`src/hw/rtl/cia_pkg.sv`:
```
// ----------------------------------------------------------------------------
// cia_pkg
// shared codes, widths and stage control type of the complex integer alu
// ----------------------------------------------------------------------------
`default_nettype none

package cia_pkg;

   localparam int OPERAND_WIDTH_DEF = 16;
   localparam int RES_WIDTH         = 33;

   localparam logic [1:0] OP_ADD = 2'd0;
   localparam logic [1:0] OP_SUB = 2'd1;
   localparam logic [1:0] OP_MUL = 2'd2;
   localparam logic [1:0] OP_DIV = 2'd3;

   // control that travels with every item down the pipeline
   typedef struct packed {
      logic       valid;
      logic [1:0] op;
      logic       dz;
      logic       neg_re;
      logic       neg_im;
   } ctl_type;

endpackage

`default_nettype wire

```
`src/hw/rtl/cia_front.sv`:
```
// ----------------------------------------------------------------------------
// cia_front
// input register, product stage and combine stage of the complex alu
// ----------------------------------------------------------------------------
`default_nettype none

module cia_front #(
   parameter int W = 16
) (
   input  wire logic                        clock,
   input  wire logic                        reset,
   input  wire logic                        en,
   input  wire logic                        req_valid,
   input  wire logic [1:0]                  req_op,
   input  wire logic [W-1:0]                a_re,
   input  wire logic [W-1:0]                a_im,
   input  wire logic [W-1:0]                b_re,
   input  wire logic [W-1:0]                b_im,
   output      cia_pkg::ctl_type            ctl_out,
   output      logic [2*W-1:0]              den_out,
   output      logic [2*W-1:0]              num_re_out,
   output      logic [2*W-1:0]              num_im_out,
   output      logic [cia_pkg::RES_WIDTH-1:0] pass_re_out,
   output      logic [cia_pkg::RES_WIDTH-1:0] pass_im_out
);
   import cia_pkg::*;

   localparam int MW = 2 * W;
   localparam int SW = (MW + 2 > RES_WIDTH) ? MW + 2 : RES_WIDTH;

   // stage 1: operands
   logic              v1_ff;
   logic [1:0]        op1_ff;
   logic signed [W-1:0] ar1_ff, ai1_ff, br1_ff, bi1_ff;

   always_ff @(posedge clock) begin
      if (reset) begin
         v1_ff <= 1'b0;
      end else if (en) begin
         v1_ff <= req_valid;
      end
   end

   always_ff @(posedge clock) begin
      if (en) begin
         op1_ff <= req_op;
         ar1_ff <= a_re;
         ai1_ff <= a_im;
         br1_ff <= b_re;
         bi1_ff <= b_im;
      end
   end

   // stage 2: products and add / subtract
   logic signed [SW-1:0] ar1_x, ai1_x, br1_x, bi1_x;
   logic signed [SW-1:0] as_re_in, as_im_in;

   assign ar1_x = {{(SW-W){ar1_ff[W-1]}}, ar1_ff};
   assign ai1_x = {{(SW-W){ai1_ff[W-1]}}, ai1_ff};
   assign br1_x = {{(SW-W){br1_ff[W-1]}}, br1_ff};
   assign bi1_x = {{(SW-W){bi1_ff[W-1]}}, bi1_ff};

   always_comb begin
      if (op1_ff == OP_SUB) begin
         as_re_in = ar1_x - br1_x;
         as_im_in = ai1_x - bi1_x;
      end else begin
         as_re_in = ar1_x + br1_x;
         as_im_in = ai1_x + bi1_x;
      end
   end

   logic                 v2_ff;
   logic [1:0]           op2_ff;
   logic signed [MW-1:0] p_rr_ff, p_ii_ff, p_ri_ff, p_ir_ff, p_bb_ff, p_cc_ff;
   logic [RES_WIDTH-1:0] as_re_ff, as_im_ff;

   always_ff @(posedge clock) begin
      if (reset) begin
         v2_ff <= 1'b0;
      end else if (en) begin
         v2_ff <= v1_ff;
      end
   end

   always_ff @(posedge clock) begin
      if (en) begin
         op2_ff   <= op1_ff;
         p_rr_ff  <= ar1_ff * br1_ff;
         p_ii_ff  <= ai1_ff * bi1_ff;
         p_ri_ff  <= ar1_ff * bi1_ff;
         p_ir_ff  <= ai1_ff * br1_ff;
         p_bb_ff  <= br1_ff * br1_ff;
         p_cc_ff  <= bi1_ff * bi1_ff;
         as_re_ff <= as_re_in[RES_WIDTH-1:0];
         as_im_ff <= as_im_in[RES_WIDTH-1:0];
      end
   end

   // stage 3: combine products, divide numerators as sign and magnitude
   logic signed [SW-1:0] rr_x, ii_x, ri_x, ir_x;
   logic signed [SW-1:0] mul_re, mul_im, dnum_re, dnum_im;
   logic [SW-1:0]        mag_re, mag_im;
   logic [MW-1:0]        den_in;
   ctl_type              ctl_in;
   logic [RES_WIDTH-1:0] pass_re_in, pass_im_in;

   assign rr_x = {{(SW-MW){p_rr_ff[MW-1]}}, p_rr_ff};
   assign ii_x = {{(SW-MW){p_ii_ff[MW-1]}}, p_ii_ff};
   assign ri_x = {{(SW-MW){p_ri_ff[MW-1]}}, p_ri_ff};
   assign ir_x = {{(SW-MW){p_ir_ff[MW-1]}}, p_ir_ff};

   assign mul_re  = rr_x - ii_x;
   assign mul_im  = ri_x + ir_x;
   assign dnum_re = rr_x + ii_x;
   assign dnum_im = ir_x - ri_x;
   assign mag_re  = dnum_re[SW-1] ? (-dnum_re) : dnum_re;
   assign mag_im  = dnum_im[SW-1] ? (-dnum_im) : dnum_im;
   // both squares are non-negative and their sum fits the magnitude width
   assign den_in  = p_bb_ff + p_cc_ff;

   always_comb begin
      ctl_in.valid  = v2_ff;
      ctl_in.op     = op2_ff;
      ctl_in.dz     = (op2_ff == OP_DIV) && (den_in == '0);
      ctl_in.neg_re = dnum_re[SW-1];
      ctl_in.neg_im = dnum_im[SW-1];
      if (op2_ff == OP_MUL) begin
         pass_re_in = mul_re[RES_WIDTH-1:0];
         pass_im_in = mul_im[RES_WIDTH-1:0];
      end else begin
         pass_re_in = as_re_ff;
         pass_im_in = as_im_ff;
      end
   end

   ctl_type              ctl3_ff;
   logic [MW-1:0]        den3_ff, num_re3_ff, num_im3_ff;
   logic [RES_WIDTH-1:0] pass_re3_ff, pass_im3_ff;

   always_ff @(posedge clock) begin
      if (reset) begin
         ctl3_ff <= '0;
      end else if (en) begin
         ctl3_ff <= ctl_in;
      end
   end

   always_ff @(posedge clock) begin
      if (en) begin
         den3_ff     <= den_in;
         num_re3_ff  <= mag_re[MW-1:0];
         num_im3_ff  <= mag_im[MW-1:0];
         pass_re3_ff <= pass_re_in;
         pass_im3_ff <= pass_im_in;
      end
   end

   assign ctl_out     = ctl3_ff;
   assign den_out     = den3_ff;
   assign num_re_out  = num_re3_ff;
   assign num_im_out  = num_im3_ff;
   assign pass_re_out = pass_re3_ff;
   assign pass_im_out = pass_im3_ff;

endmodule

`default_nettype wire

```
`config.mk`:
```
export PLATFORM = sky130hd
export DESIGN_NAME = cia_front
export DESIGN_NICKNAME = d
export VERILOG_FILES = /design/src/hw/rtl/cia_pkg.sv /design/src/hw/rtl/cia_front.sv
export SDC_FILE = /design/constraint.sdc
export NUM_CORES = 2
export LEC_CHECK = 0
export BUFFER_PORTS_ARGS = -buffer_cell sky130_fd_sc_hd__buf_2
export CORE_MARGIN = 3
export CORE_UTILIZATION = 40
export CTS_BUF_LIST = sky130_fd_sc_hd__clkbuf_4
export CTS_CLUSTER_DIAMETER = 200
export DETAILED_ROUTE_END_ITERATION = 16
export GPL_TIMING_DRIVEN = 1
export SLEW_MARGIN = 20
export SYNTH_ARGS = -nofsm -noshare
export SYNTH_HDL_FRONTEND = slang
export SYNTH_SLANG_ARGS = --single-unit
```
`constraint.sdc`:
```
create_clock -name clock -period 6.5 [get_ports clock]
set_clock_uncertainty 0.1 [all_clocks]
set_input_delay 0.65 -clock clock [delete_from_list [all_inputs] [get_ports clock]]
set_output_delay 0.65 -clock clock [all_outputs]
set_load 0.005 [all_outputs]
```
==> run summary <==
# rows -> 167
Clock Sinks -> 462
Worst Tran Pin Value -> 1.04 ns
Die Ht -> 463 um
Root Driver -> clkbuf_4
Drt wl/cell -> 19.9 um
Pin count of the biggest net entering global routing -> 130
Max_cap viols -> 0
Final Hold Fails -> 0
Startpoint types -> flip-flop
Synth area leaders -> fa_1 36%, edfxtp_1 16%, ha_1 11%
Vias per Instance -> 5.06
Core Util, Final -> 0.473
Avg Cell Area, Syn -> 9.56 um^2
Fin worst setup slack -> -0.122 ns
First-pass GRT wire length -> 388,000 um
Fmax achieved -> 151 MHz
Slowest-stage cell, CP -> fa_1
Via count -> 63,251
Seq/Total Area, Yosys -> 0.165
Layout cell share with drive strength beyond 1 -> 0.156
1st-iter DRT viols -> 3,653
Initial antenna violation count -> 23
Failing checks -> setup timing
DRC viols -> 0
EDFF count, synth -> 454
Critical Path, Cell by Cell -> buf_6 > buf_12 > and2_4 > fa_1 > inv_2 > fa_1 > fa_1 > inv_1 > fa_1 > fa_1 > inv_1 > fa_1 > inv_2 > ha_4 > and2_4 > buf_6 > nand3_2 > or3_4 > a211o_4 > a21oi_4 > o31ai_2 > buf_4 > mux2i_2 > nor4_2
GRT Resource Usage Total -> 0.232
Slew headroom -> 0.285
Worst-path clk slew -> 0.07 ns
GRT met2 Usage -> 0.385
Syn_nets -> 11,029
Port Buffers -> 237
Met3 Use GR -> 0.0414
Top cell by count, worst path -> fa_1
Max-slew violations -> 0
Initial Util -> 0.403
Final min period -> 6.62 ns
Setup TNS -> -0.475 ns
Final nets -> 11,879
Setup-failing EPs final -> 8
Grt total ovfl -> 0
Die W -> 463 um
Core box area -> 207,000 um^2
Worst-Skew Late Latency -> 1.31 ns
Die Area -> 214,000 um^2
Post-place instance area -> 92,300 um^2
WS Path Type -> flip-flop to flip-flop
GPL Wtd Cong -> 0.937
CTS buffer count -> 153
Final instance area -> 98,000 um^2
WL final -> 248,000 um
GRT met1 Usage -> 0.308
Worst-path maximum fanout -> 6
Max incr delay on CP -> 0.55 ns
Number of distinct library cells after synthesis -> 96
Outcome -> finished, violations left
WP data arrival -> 7.62 ns
DP HPWL -> 201,000 um
#FFs+latches synth -> 462
CP Capture Type -> flip-flop
CTS Buffer Depth -> 3
Area Overhead vs Synth -> 17.4%
Post-synth top area cell -> fa_1
GRT busiest layer -> met2
Post-Synthesis Cells -> 8,732
CTS tree -> done
Worst hold path class -> input pin to flip-flop
Yosys top cell area share -> 0.364
Ys flop type -> edfxtp_1
Final Cycle Share -> 1.02
Cell family with most CP delay -> adder cells
Vias in the first global route -> 68,031
Mapped cell area -> 83,500 um^2
Post-synth ARST share -> 0
First-pass DRT Iterations -> 6
Placement Setup Slack -> -0.368 ns
Final ANT Viol Nets -> 0
Yosys warns -> 0
Critical path buffers and inverters -> 8
# IOs -> 238
RSZ-0062 raised after global routing -> yes
H-tree depth -> 4
CP required -> 7.50 ns
[per-layer routing]
metal  share of wire  wire (um)
met1            0.43     106000
met2            0.47     117000
met3           0.062      15300
met4           0.037       9090
met5         0.00061        152
[metrics by stage]
step                cells  hold slack, ns
floorplan            8732           0.341
global placement    12003           0.365
detailed placement  12003           0.373
CTS                 12425          0.0785
global route        12488           0.122
finish              12493           0.243
[repair_timing]
action                     CTS  global route
hold endpoints to repair   188             0
cloned                       4             5
pin swaps                   47           200
gates resized for setup     95           332
buffers inserted            16            57
hold buffers               137             0
setup endpoints to repair   38            55
[cells by family (layout without fill, tap and decap cells)]
group	after synthesis	in the layout	share of synthesized area
buffers and inverters	2333	3293	0.105
AOI/OAI and AO/OA	1026	1026	0.0803
adders and majority gates	2227	2227	0.470
other	0	13	0
muxes	22	22	0.00268
xor gates and xnor gates	449	449	0.0473
DFF	462	462	0.165
and+or+nand+nor	2213	2213	0.129
[cells in the final DEF, fill, tap and decap left out, types with 19 or more instances in the layout]
cell / netlist / layout
a211oi_1: 41 / 30
a21o_1: 110 / 110
a21oi_1: 295 / 264
a21oi_2: 1 / 30
a31oi_1: 47 / 43
and2_1: 546 / 509
and2_4: 0 / 37
and3_1: 37 / 35
buf_12: 0 / 76
buf_2: 6 / 236
buf_4: 1 / 529
buf_6: 3 / 50
clkbuf_4: 0 / 203
clkinv_1: 10 / 42
dlygate4sd3_1: 0 / 137
edfxtp_1: 454 / 454
fa_1: 1519 / 1471
fa_2: 0 / 48
ha_1: 708 / 675
ha_4: 0 / 29
inv_1: 1971 / 1937
inv_2: 3 / 37
nand2_1: 797 / 786
nand2b_1: 62 / 60
nand3_1: 73 / 67
nand4_1: 19 / 19
nor2_1: 407 / 388
nor2b_1: 43 / 40
nor3_1: 90 / 83
nor4_1: 29 / 25
o211ai_1: 19 / 19
o21a_1: 31 / 31
o21ai_0: 212 / 182
o21ai_1: 4 / 20
o21bai_1: 50 / 50
o31ai_1: 25 / 22
or2_2: 19 / 19
or3_1: 33 / 31
xnor2_1: 361 / 351
xor2_1: 86 / 86
[cell usage after synthesis, types with 110 or more instances]
library cell and instances:
a21o_1 110, fa_1 1519, and2_1 546, nor2_1 407, ha_1 708, a21oi_1 295
o21ai_0 212, edfxtp_1 454, xnor2_1 361, nand2_1 797, clkbuf_1 316, inv_1 1971
[final timing paths]
| check | from | slack, ns | endpoint | cells after the start |
|---|---|---|---|---|
| worst max-delay path | br1_ff[4] | -0.12 | p_ir_ff[30] | 24 |
| worst min-delay path | en | 0.24 | num_im_out[13] | 2 |
| worst max register to register | br1_ff[4] | -0.12 | p_ir_ff[30] | 24 |
| worst min register to register | ctl_out[4] | 0.39 | ctl_out[4] | 2 |
[flip-flops by register name (all words and copies together), names as in the netlist, 2 cells and up]
name	flops
bi1_ff	16
br1_ff	16
op2_ff	2
p_ri_ff	32
as_re_ff	17
num_im_out	32
ar1_ff	16
den_out	32
pass_re_out	33
pass_im_out	33
as_im_ff	17
op1_ff	2
p_rr_ff	32
p_cc_ff	31
p_ir_ff	32
ctl_out	6
p_bb_ff	31
ai1_ff	16
p_ii_ff	32
num_re_out	32
[layout make-up]
cell class,instances,area [um^2]
diodes,13,32.5
clock buffers,203,1520
clock inverters,62,347
fillers,19784,109000
inverters,1984,7460
multi-input cells,5937,62400
flip-flops and latches,462,13800
well taps,2788,3490
repair buffers,1044,8950
Power is not shown: default switching activity piles up to over one toggle a cycle in this logic, so the estimate is an artifact.
