==> src/hw/rtl/cia_pkg.sv <==
// ----------------------------------------------------------------------------
// cia_pkg
// shared codes, widths and stage control type of the complex integer alu
// ----------------------------------------------------------------------------
`default_nettype none

package cia_pkg;

   localparam int OPERAND_WIDTH_DEF = 16;
   localparam int RES_WIDTH         = 33;

   localparam logic [1:0] OP_ADD = 2'd0;
   localparam logic [1:0] OP_SUB = 2'd1;
   localparam logic [1:0] OP_MUL = 2'd2;
   localparam logic [1:0] OP_DIV = 2'd3;

   // control that travels with every item down the pipeline
   typedef struct packed {
      logic       valid;
      logic [1:0] op;
      logic       dz;
      logic       neg_re;
      logic       neg_im;
   } ctl_type;

endpackage

`default_nettype wire

==> src/hw/rtl/cia_div_stage.sv <==
// ----------------------------------------------------------------------------
// cia_div_stage
// one restoring division step for the real and imaginary lanes
// ----------------------------------------------------------------------------
`default_nettype none

module cia_div_stage #(
   parameter int MW = 32
) (
   input  wire logic                          clock,
   input  wire logic                          reset,
   input  wire logic                          en,
   input  wire cia_pkg::ctl_type              ctl_up,
   input  wire logic [MW-1:0]                 den_up,
   input  wire logic [MW-1:0]                 rem_re_up,
   input  wire logic [MW-1:0]                 rem_im_up,
   input  wire logic [MW-1:0]                 nq_re_up,
   input  wire logic [MW-1:0]                 nq_im_up,
   input  wire logic [cia_pkg::RES_WIDTH-1:0] pass_re_up,
   input  wire logic [cia_pkg::RES_WIDTH-1:0] pass_im_up,
   output      cia_pkg::ctl_type              ctl_dn,
   output      logic [MW-1:0]                 den_dn,
   output      logic [MW-1:0]                 rem_re_dn,
   output      logic [MW-1:0]                 rem_im_dn,
   output      logic [MW-1:0]                 nq_re_dn,
   output      logic [MW-1:0]                 nq_im_dn,
   output      logic [cia_pkg::RES_WIDTH-1:0] pass_re_dn,
   output      logic [cia_pkg::RES_WIDTH-1:0] pass_im_dn
);
   import cia_pkg::*;

   // nq holds the unused dividend bits on top and the quotient bits below
   logic [MW:0]   t_re, t_im, d_re, d_im;
   logic          ge_re, ge_im;
   logic [MW-1:0] rem_re_in, rem_im_in, nq_re_in, nq_im_in;

   assign t_re  = {rem_re_up, nq_re_up[MW-1]};
   assign t_im  = {rem_im_up, nq_im_up[MW-1]};
   assign d_re  = t_re - {1'b0, den_up};
   assign d_im  = t_im - {1'b0, den_up};
   assign ge_re = t_re >= {1'b0, den_up};
   assign ge_im = t_im >= {1'b0, den_up};

   assign rem_re_in = ge_re ? d_re[MW-1:0] : t_re[MW-1:0];
   assign rem_im_in = ge_im ? d_im[MW-1:0] : t_im[MW-1:0];
   assign nq_re_in  = {nq_re_up[MW-2:0], ge_re};
   assign nq_im_in  = {nq_im_up[MW-2:0], ge_im};

   ctl_type              ctl_ff;
   logic [MW-1:0]        den_ff, rem_re_ff, rem_im_ff, nq_re_ff, nq_im_ff;
   logic [RES_WIDTH-1:0] pass_re_ff, pass_im_ff;

   always_ff @(posedge clock) begin
      if (reset) begin
         ctl_ff <= '0;
      end else if (en) begin
         ctl_ff <= ctl_up;
      end
   end

   always_ff @(posedge clock) begin
      if (en) begin
         den_ff     <= den_up;
         rem_re_ff  <= rem_re_in;
         rem_im_ff  <= rem_im_in;
         nq_re_ff   <= nq_re_in;
         nq_im_ff   <= nq_im_in;
         pass_re_ff <= pass_re_up;
         pass_im_ff <= pass_im_up;
      end
   end

   assign ctl_dn     = ctl_ff;
   assign den_dn     = den_ff;
   assign rem_re_dn  = rem_re_ff;
   assign rem_im_dn  = rem_im_ff;
   assign nq_re_dn   = nq_re_ff;
   assign nq_im_dn   = nq_im_ff;
   assign pass_re_dn = pass_re_ff;
   assign pass_im_dn = pass_im_ff;

endmodule

`default_nettype wire

==> config.mk <==
export PLATFORM = sky130hd
export DESIGN_NAME = cia_div_stage
export DESIGN_NICKNAME = d
export VERILOG_FILES = /design/src/hw/rtl/cia_pkg.sv /design/src/hw/rtl/cia_div_stage.sv
export SDC_FILE = /design/constraint.sdc
export NUM_CORES = 1
export LEC_CHECK = 0
export ABC_AREA = 1
export ABC_CLOCK_PERIOD_IN_PS = 2600
export BUFFER_PORTS_ARGS = -buffer_cell sky130_fd_sc_hd__buf_2
export CAP_MARGIN = 20
export CORE_AREA = 5 5 179 181
export CTS_CLUSTER_DIAMETER = 80
export DETAILED_ROUTE_END_ITERATION = 8
export DIE_AREA = 0 0 184 186
export PLACE_DENSITY = 0.7
export SYNTH_ARGS = -nofsm -noshare
export SYNTH_HDL_FRONTEND = slang
export SYNTH_SLANG_ARGS = --single-unit
==> constraint.sdc <==
create_clock -name clock -period 2.6 [get_ports clock]
set_clock_uncertainty 0.15 [all_clocks]
set_input_delay 0.26 -clock clock [delete_from_list [all_inputs] [get_ports clock]]
set_output_delay 0.26 -clock clock [all_outputs]
set_load 0.01 [all_outputs]
==> reports/results.tsv, run 1 <==
metric	value	unit
antenna_found_initial	3	
post-route-period-util	0.952	
post_drt_wl_per_cell	18.6	um
cp-end-kind	register	
worstPathArrival	2.63	ns
start_util	0.437	
dp_hpwl	38200	um
grt_max_degree	70	
outcome	finished clean	
hold_start	rem_im_up[25]	
drive_gt1_frac	0.286	
ys_seq_area_frac	0.522	
num_vias	13600	
fmax	404	MHz
setup-violations-final	0	
fin_crit	2.48	ns
synth_seq_cells	232	
wl	52000	um
cts_buffer_depth	3	
slowest_delay	0.55	ns
grt_pass1_wl	75700	um
cp_common_cell	nand2_1	
slowest_stage	dlygate4sd3_1	
placed_area	16900	um2
htreeDepth	1	
final_area	20000	um2
insertion_delay	0.56	ns
p_per_area	556	nW/um2
r2r-start	ctl_dn[3]$_SDFFE_PP0P_	
slew_viol_final	0	
synth_nets	1849	
worst_pin_slew	1.04	ns
io_buffers	466	
drc	0	
cap_violations	0	
row_count	64	
grt-ovfl-total	0	
synth_cell_types	35	
ir_worst_vdd	0.000454	V
fp.dieH	186	um
grt_pass1_vias	13900	
slew_headroom	0.307	
core	30300	um2
fillers	2458	
area.sequential	6910	um2
synth_top_area_frac	0.513	
leakagePower	10.3	nW
gp_congestion	0.972	
cts.sinks	232	
finalHoldViolations	0	
startpoint	rem_re_up[19]	
syn_to_final_growth	51.2	%
cts_buffers	27	
timing.final.ws_setup	0.124	ns
finalNetCount	2674	
syn_avg_cell_area	8.55	um2
drt-initial-drc-count	917	
cpLargestDelayFamily	simple AND/OR/NAND/NOR gates	
ant_nets	0	
track_usage	0.287	
dieArea	34200	um2
cts_tree	yes	
critPathKind	input pin to register	
cp_data_required_time	2.76	ns
critPathLaunchType	input pin	
hp-class	input pin to register	
synth.area.top_cells	edfxtp_1 (51%), nand2_1 (17%), inv_1 (7.9%)	
synth_warnings	0	
synth_top_cell_by_area	edfxtp_1	
pre_cts_slack	-0.496	ns
die_x	184	um
crit_fanout	30	
first_pass_iters	5	
multi_input_area	5150	um2
ios	467	
syn_inst	1548	
path_cells	dlygate4sd3_1 > buf_2 > ha_2 > nand2_1 > nor2_4 > nand2_1 > nor2_2 > nand2_1 > nor2_4 > nor2_4 > buf_4 > buf_12 > nand3_1 > nand2_1	
worst-path-buf-inv	4	
via_per_inst	4.86	
synth_area	13200	um2
path_clk_slew	0.06	ns
cts_root_buf	clkbuf_16	
area by class of cell:
cell class / count / area share
Multi-Input combinational cell: 1016 / 0.258
Antenna cell: 3 / 0.000375
Clock inverter: 14 / 0.00538
Sequential cell: 232 / 0.345
Timing Repair Buffer: 813 / 0.279
Clock buffer: 34 / 0.0351
Tap cell: 396 / 0.0248
Inverter: 283 / 0.0531
final timing paths:
path | cells after the start | slack [ns] | end
worst max-delay path | 14 | 0.12 | rem_re_dn[30]$_DFFE_PP_
worst min-delay path | 4 | 0.03 | rem_im_dn[26]$_DFFE_PP_
worst max register to register | 3 | 1.35 | ctl_dn[3]$_SDFFE_PP0P_
worst min register to register | 2 | 0.31 | ctl_dn[0]$_SDFFE_PP0P_
metal layers:
layer | wire [um] | GRT usage | up-vias | part of all wire
li1 | - | - | 6591 | -
met1 | 19200 | 0.324 | 6263 | 0.37
met2 | 26600 | 0.530 | 585 | 0.51
met3 | 3890 | 0.0557 | 127 | 0.075
met4 | 2300 | 0.121 | 0 | 0.044
met5 | 0 | 0 | - | 0
worst reg2reg max path, stage by stage, from the launching register on:
cell	delay, ns
dfxtp_1	0.32
nand2_1	0.05
a21oi_1	0.12
dlygate4sd3_1	0.55
timing repair:
item / CTS / global route
hold buffers: 227 / 0
endpoints found under the hold margin: 264 / 0
setup endpoints to repair: 0 / 41
buffers inserted: 0 / 1
resized for setup: 0 / 6
registers in the layout, summed over array words and instances, names as in the netlist:
name	flops
ctl_dn	6
den_dn	32
nq_im_dn	32
nq_re_dn	32
pass_im_dn	33
pass_re_dn	33
rem_im_dn	32
rem_re_dn	32
through the flow:
stage,hold slack (ns),util,total power (W),cells,setup TNS (ns)
after floorplan,0.179,-,0.00607,1548,0
after global placement,0.287,0.558,0.00726,2510,-13.70
after detailed placement,0.288,0.558,0.00730,2510,-15.50
after CTS,0.00528,0.659,0.0111,2785,0
after global routing,0.0255,0.661,0.0117,2791,-0.135
final,0.0285,0.661,0.0111,2791,0
power by group:
group | internal [W] | leakage (nW) | switching, W
clock | 0.00193 | 0.388 | 0.00160
sequential | 0.00455 | 2.26 | 0.000112
combinational | 0.00123 | 7.70 | 0.00170
total | 0.00771 | 10.3 | 0.00341
cell usage in the layout (no fill, tap or decap), types with 3 or more instances in the layout:
| cell | count |
|---|---|
| nand4_1 | 4 |
| clkinv_4 | 3 |
| buf_2 | 465 |
| a21oi_1 | 44 |
| nand3b_1 | 12 |
| diode_2 | 3 |
| clkinv_1 | 3 |
| inv_2 | 4 |
| nand2_2 | 9 |
| dfxtp_1 | 6 |
| clkinv_2 | 4 |
| clkinvlp_4 | 3 |
| and2_1 | 10 |
| clkbuf_16 | 27 |
| edfxtp_1 | 226 |
| clkbuf_1 | 7 |
| nand3_1 | 113 |
| xor2_1 | 26 |
| nor2_1 | 71 |
| ha_1 | 62 |
| nor2_2 | 11 |
| o21ai_0 | 3 |
| nor3_1 | 13 |
| nand3_2 | 19 |
| inv_1 | 278 |
| nor2_4 | 5 |
| o21bai_1 | 3 |
| buf_12 | 5 |
| nand2_1 | 594 |
| buf_4 | 115 |
| dlygate4sd3_1 | 227 |
cell usage after synthesis:
cell / instances
a21oi_1: 44
a21oi_2: 1
and2_1: 10
buf_12: 1
buf_2: 11
buf_4: 3
buf_6: 2
buf_8: 2
clkinv_1: 1
dfxtp_1: 6
edfxtp_1: 226
fa_1: 2
ha_1: 64
inv_1: 278
inv_2: 4
nand2_1: 596
nand2_2: 7
nand2_4: 1
nand2_8: 2
nand3_1: 114
nand3_2: 18
nand3b_1: 12
nand4_1: 4
nor2_1: 71
nor2_2: 11
nor2_4: 4
nor3_1: 13
nor3_2: 2
nor3_4: 1
nor3b_1: 2
o21ai_0: 3
o21bai_1: 3
or2_2: 1
xnor2_1: 2
xor2_1: 26
cell families (layout without fill, tap and decap cells):
logic type,after synthesis,after routing,share of synthesized area
AOI/OAI and AO/OA,51,51,0.0201
xor gates and xnor gates,28,28,0.0185
adders and majority gates,66,66,0.0635
buffers and inverters,302,1144,0.0916
DFF,232,232,0.522
other,0,3,0
and+or+nand+nor,869,871,0.284
No activity file was read; power rests on OpenSTA's default activity.
==> inputs of run 2 (changes only) <==
--- a/config.mk
+++ b/config.mk
@@ -11,4 +11,5 @@
 export CAP_MARGIN = 20
 export CORE_AREA = 5 5 179 181
+export CTS_BUF_LIST = sky130_fd_sc_hd__clkbuf_16
 export CTS_CLUSTER_DIAMETER = 80
 export DETAILED_ROUTE_END_ITERATION = 8
==> constraint.sdc (replaced) <==
create_clock -name clock -period 2.6 [get_ports clock]
set_clock_uncertainty 0.15 [all_clocks]
set_input_delay 0.65 -clock clock [delete_from_list [all_inputs] [get_ports clock]]
set_output_delay 0.65 -clock clock [all_outputs]
set_load 0.01 [all_outputs]
==> reports/results.tsv, run 2 (same netlist as run 1, synthesis figures left out) <==
metric	value	unit	change
drc	0		unchanged
fin_crit	2.41	ns	-0.0627 ns
post_drt_wl_per_cell	17.4	um	-6.5%
hold_start	nq_im_up[19]		
hold_buffers	0		-100%
slew_viol_final	0		unchanged
htreeDepth	1		unchanged
dieArea	34200	um2	unchanged
path_clk_slew	0.07	ns	about the same
grt-ovfl-total	0		unchanged
via_per_inst	4.78		-1.7%
cp_data_required_time	2.72	ns	-0.04 ns
crit_fanout	12		-60%
grtUsageMet1	0.316		-0.00752
final_area	18800	um2	-6.0%
track_usage	0.262		-0.0249
grt_pass1_vias	12800		-7.4%
syn_to_final_growth	42.2	%	
cts_buffers	25		-7.4%
placedCellCount	2651		+5.6%
antenna_found_initial	5		+2
busiest_layer	met2		
multi_input_area	5130	um2	-0.41%
ir_worst_vdd	0.000589	V	+30%
worstPathArrival	2.53	ns	-0.10 ns
critPathLaunchType	input pin		
gr-usage-met3	0.0399		-0.0158
first_pass_iters	5		unchanged
r2r-start	ctl_dn[1]$_SDFFE_PP0P_		
drive_gt1_frac	0.355		+0.0695
cts_root_buf	clkbuf_16		
post-route-period-util	0.928		-0.0241
gp_congestion	0.957		-1.6%
wl	47100	um	-9.4%
dp_hpwl	39100	um	+2.5%
io_buffers	466		unchanged
p_per_area	588	nW/um2	+5.8%
timing.setup.tns	0	ns	unchanged
finalNetCount	2587		-3.3%
drt-initial-drc-count	793		-14%
layout_common_cells	nand2_1 (596), buf_2 (465), inv_1 (283)		
hp-class	input pin to register		
fmax	414	MHz	+2.6%
cp-end-kind	register		
cts_buffer_depth	3		unchanged
grt_pass1_wl	69800	um	-7.9%
cap_violations	0		unchanged
worst_pin_slew	0.575	ns	-0.462 ns
area.sequential	6910	um2	unchanged
setup-violations-final	0		unchanged
startpoint	den_up[24]		
holdWs	0.140	ns	+0.111 ns
slew_headroom	0.615		+0.308
num_vias	12900		-4.8%
grt_max_degree	52		-26%
die_x	184	um	unchanged
row_count	64		unchanged
cts.sinks	232		unchanged
cts_tree	yes		
ant_nets	0		unchanged
insertion_delay	0.52	ns	-0.04 ns
placed_area	18000	um2	+6.4%
ios	467		unchanged
fillers	2667		+8.5%
leakagePower	10.1	nW	-2.2%
critPathKind	input pin to register		
start_util	0.437		unchanged
mostFrequentLayoutCell	nand2_1		
fp.dieH	186	um	unchanged
met2_usage	0.481		-0.0489
core	30300	um2	unchanged
final_cells	2704		-3.1%
outcome	finished clean		
rsz0062_at_grt	no		
finalHoldViolations	0		unchanged
-- run 2: layout make-up --
type                            count  share of cell area
Timing Repair Buffer              729               0.234
Sequential cell                   232               0.367
Clock inverter                     20             0.00984
Tap cell                          396              0.0263
Clock buffer                       25              0.0332
Inverter                          283              0.0564
Antenna cell                        4            0.000532
Multi-Input combinational cell   1015               0.273
-- run 2: repair_timing --
| item | CTS | global route |
|---|---|---|
| cloned | 1 | 0 |
| endpoints found under the setup margin | 33 | 17 |
| buffers inserted | 3 | 0 |
| pin swaps | 1 | 0 |
| resized for setup | 0 | 2 |
-- run 2: report_power, final --
group          internal, W  leakage, nW  switching [W]
clock network      0.00205        0.415        0.00148
registers          0.00455         2.26      0.0000990
logic              0.00124         7.45        0.00165
total              0.00784         10.1        0.00323
-- run 2: worst max-delay path: stages --
cell and delay, ns:
buf_2 0.09, inv_1 0.08, buf_4 0.14, ha_1 0.34, nand2_1 0.15, inv_1 0.05
nand2_1 0.06, nand2_1 0.07, inv_1 0.05, nand2_1 0.08, nand2_1 0.07, nand2_1 0.08
nor2_4 0.17, nand2_8 0.13, buf_12 0.18, nand3_2 0.07, nand2_1 0.06
-- run 2: final timing paths --
check                           slack (ns)                      end  depth (start not counted)
worst max-delay path                  0.19  rem_re_dn[24]$_DFFE_PP_                         17
worst min-delay path                  0.14   nq_im_dn[20]$_DFFE_PP_                          1
worst max register to register        1.86   ctl_dn[1]$_SDFFE_PP0P_                          2
worst min register to register        0.31   ctl_dn[5]$_SDFFE_PP0P_                          2
-- run 2: routing by layer --
metal	share of wire	wire (um)
met1	0.39	18500
met2	0.51	23900
met3	0.068	3200
met4	0.032	1510
met5	0	0
-- run 2: stage by stage --
stage / setup WS [ns] / utilization / total power (W)
6_report: 0.186 / 0.622 / 0.0111
5_1_grt: 0.00811 / 0.622 / 0.0116
4_1_cts: 0.0612 / 0.621 / 0.0111
3_5_place_dp: -0.847 / 0.593 / 0.00760
3_3_place_gp: -0.748 / 0.593 / 0.00754
2_1_floorplan: 0.147 / - / 0.00607
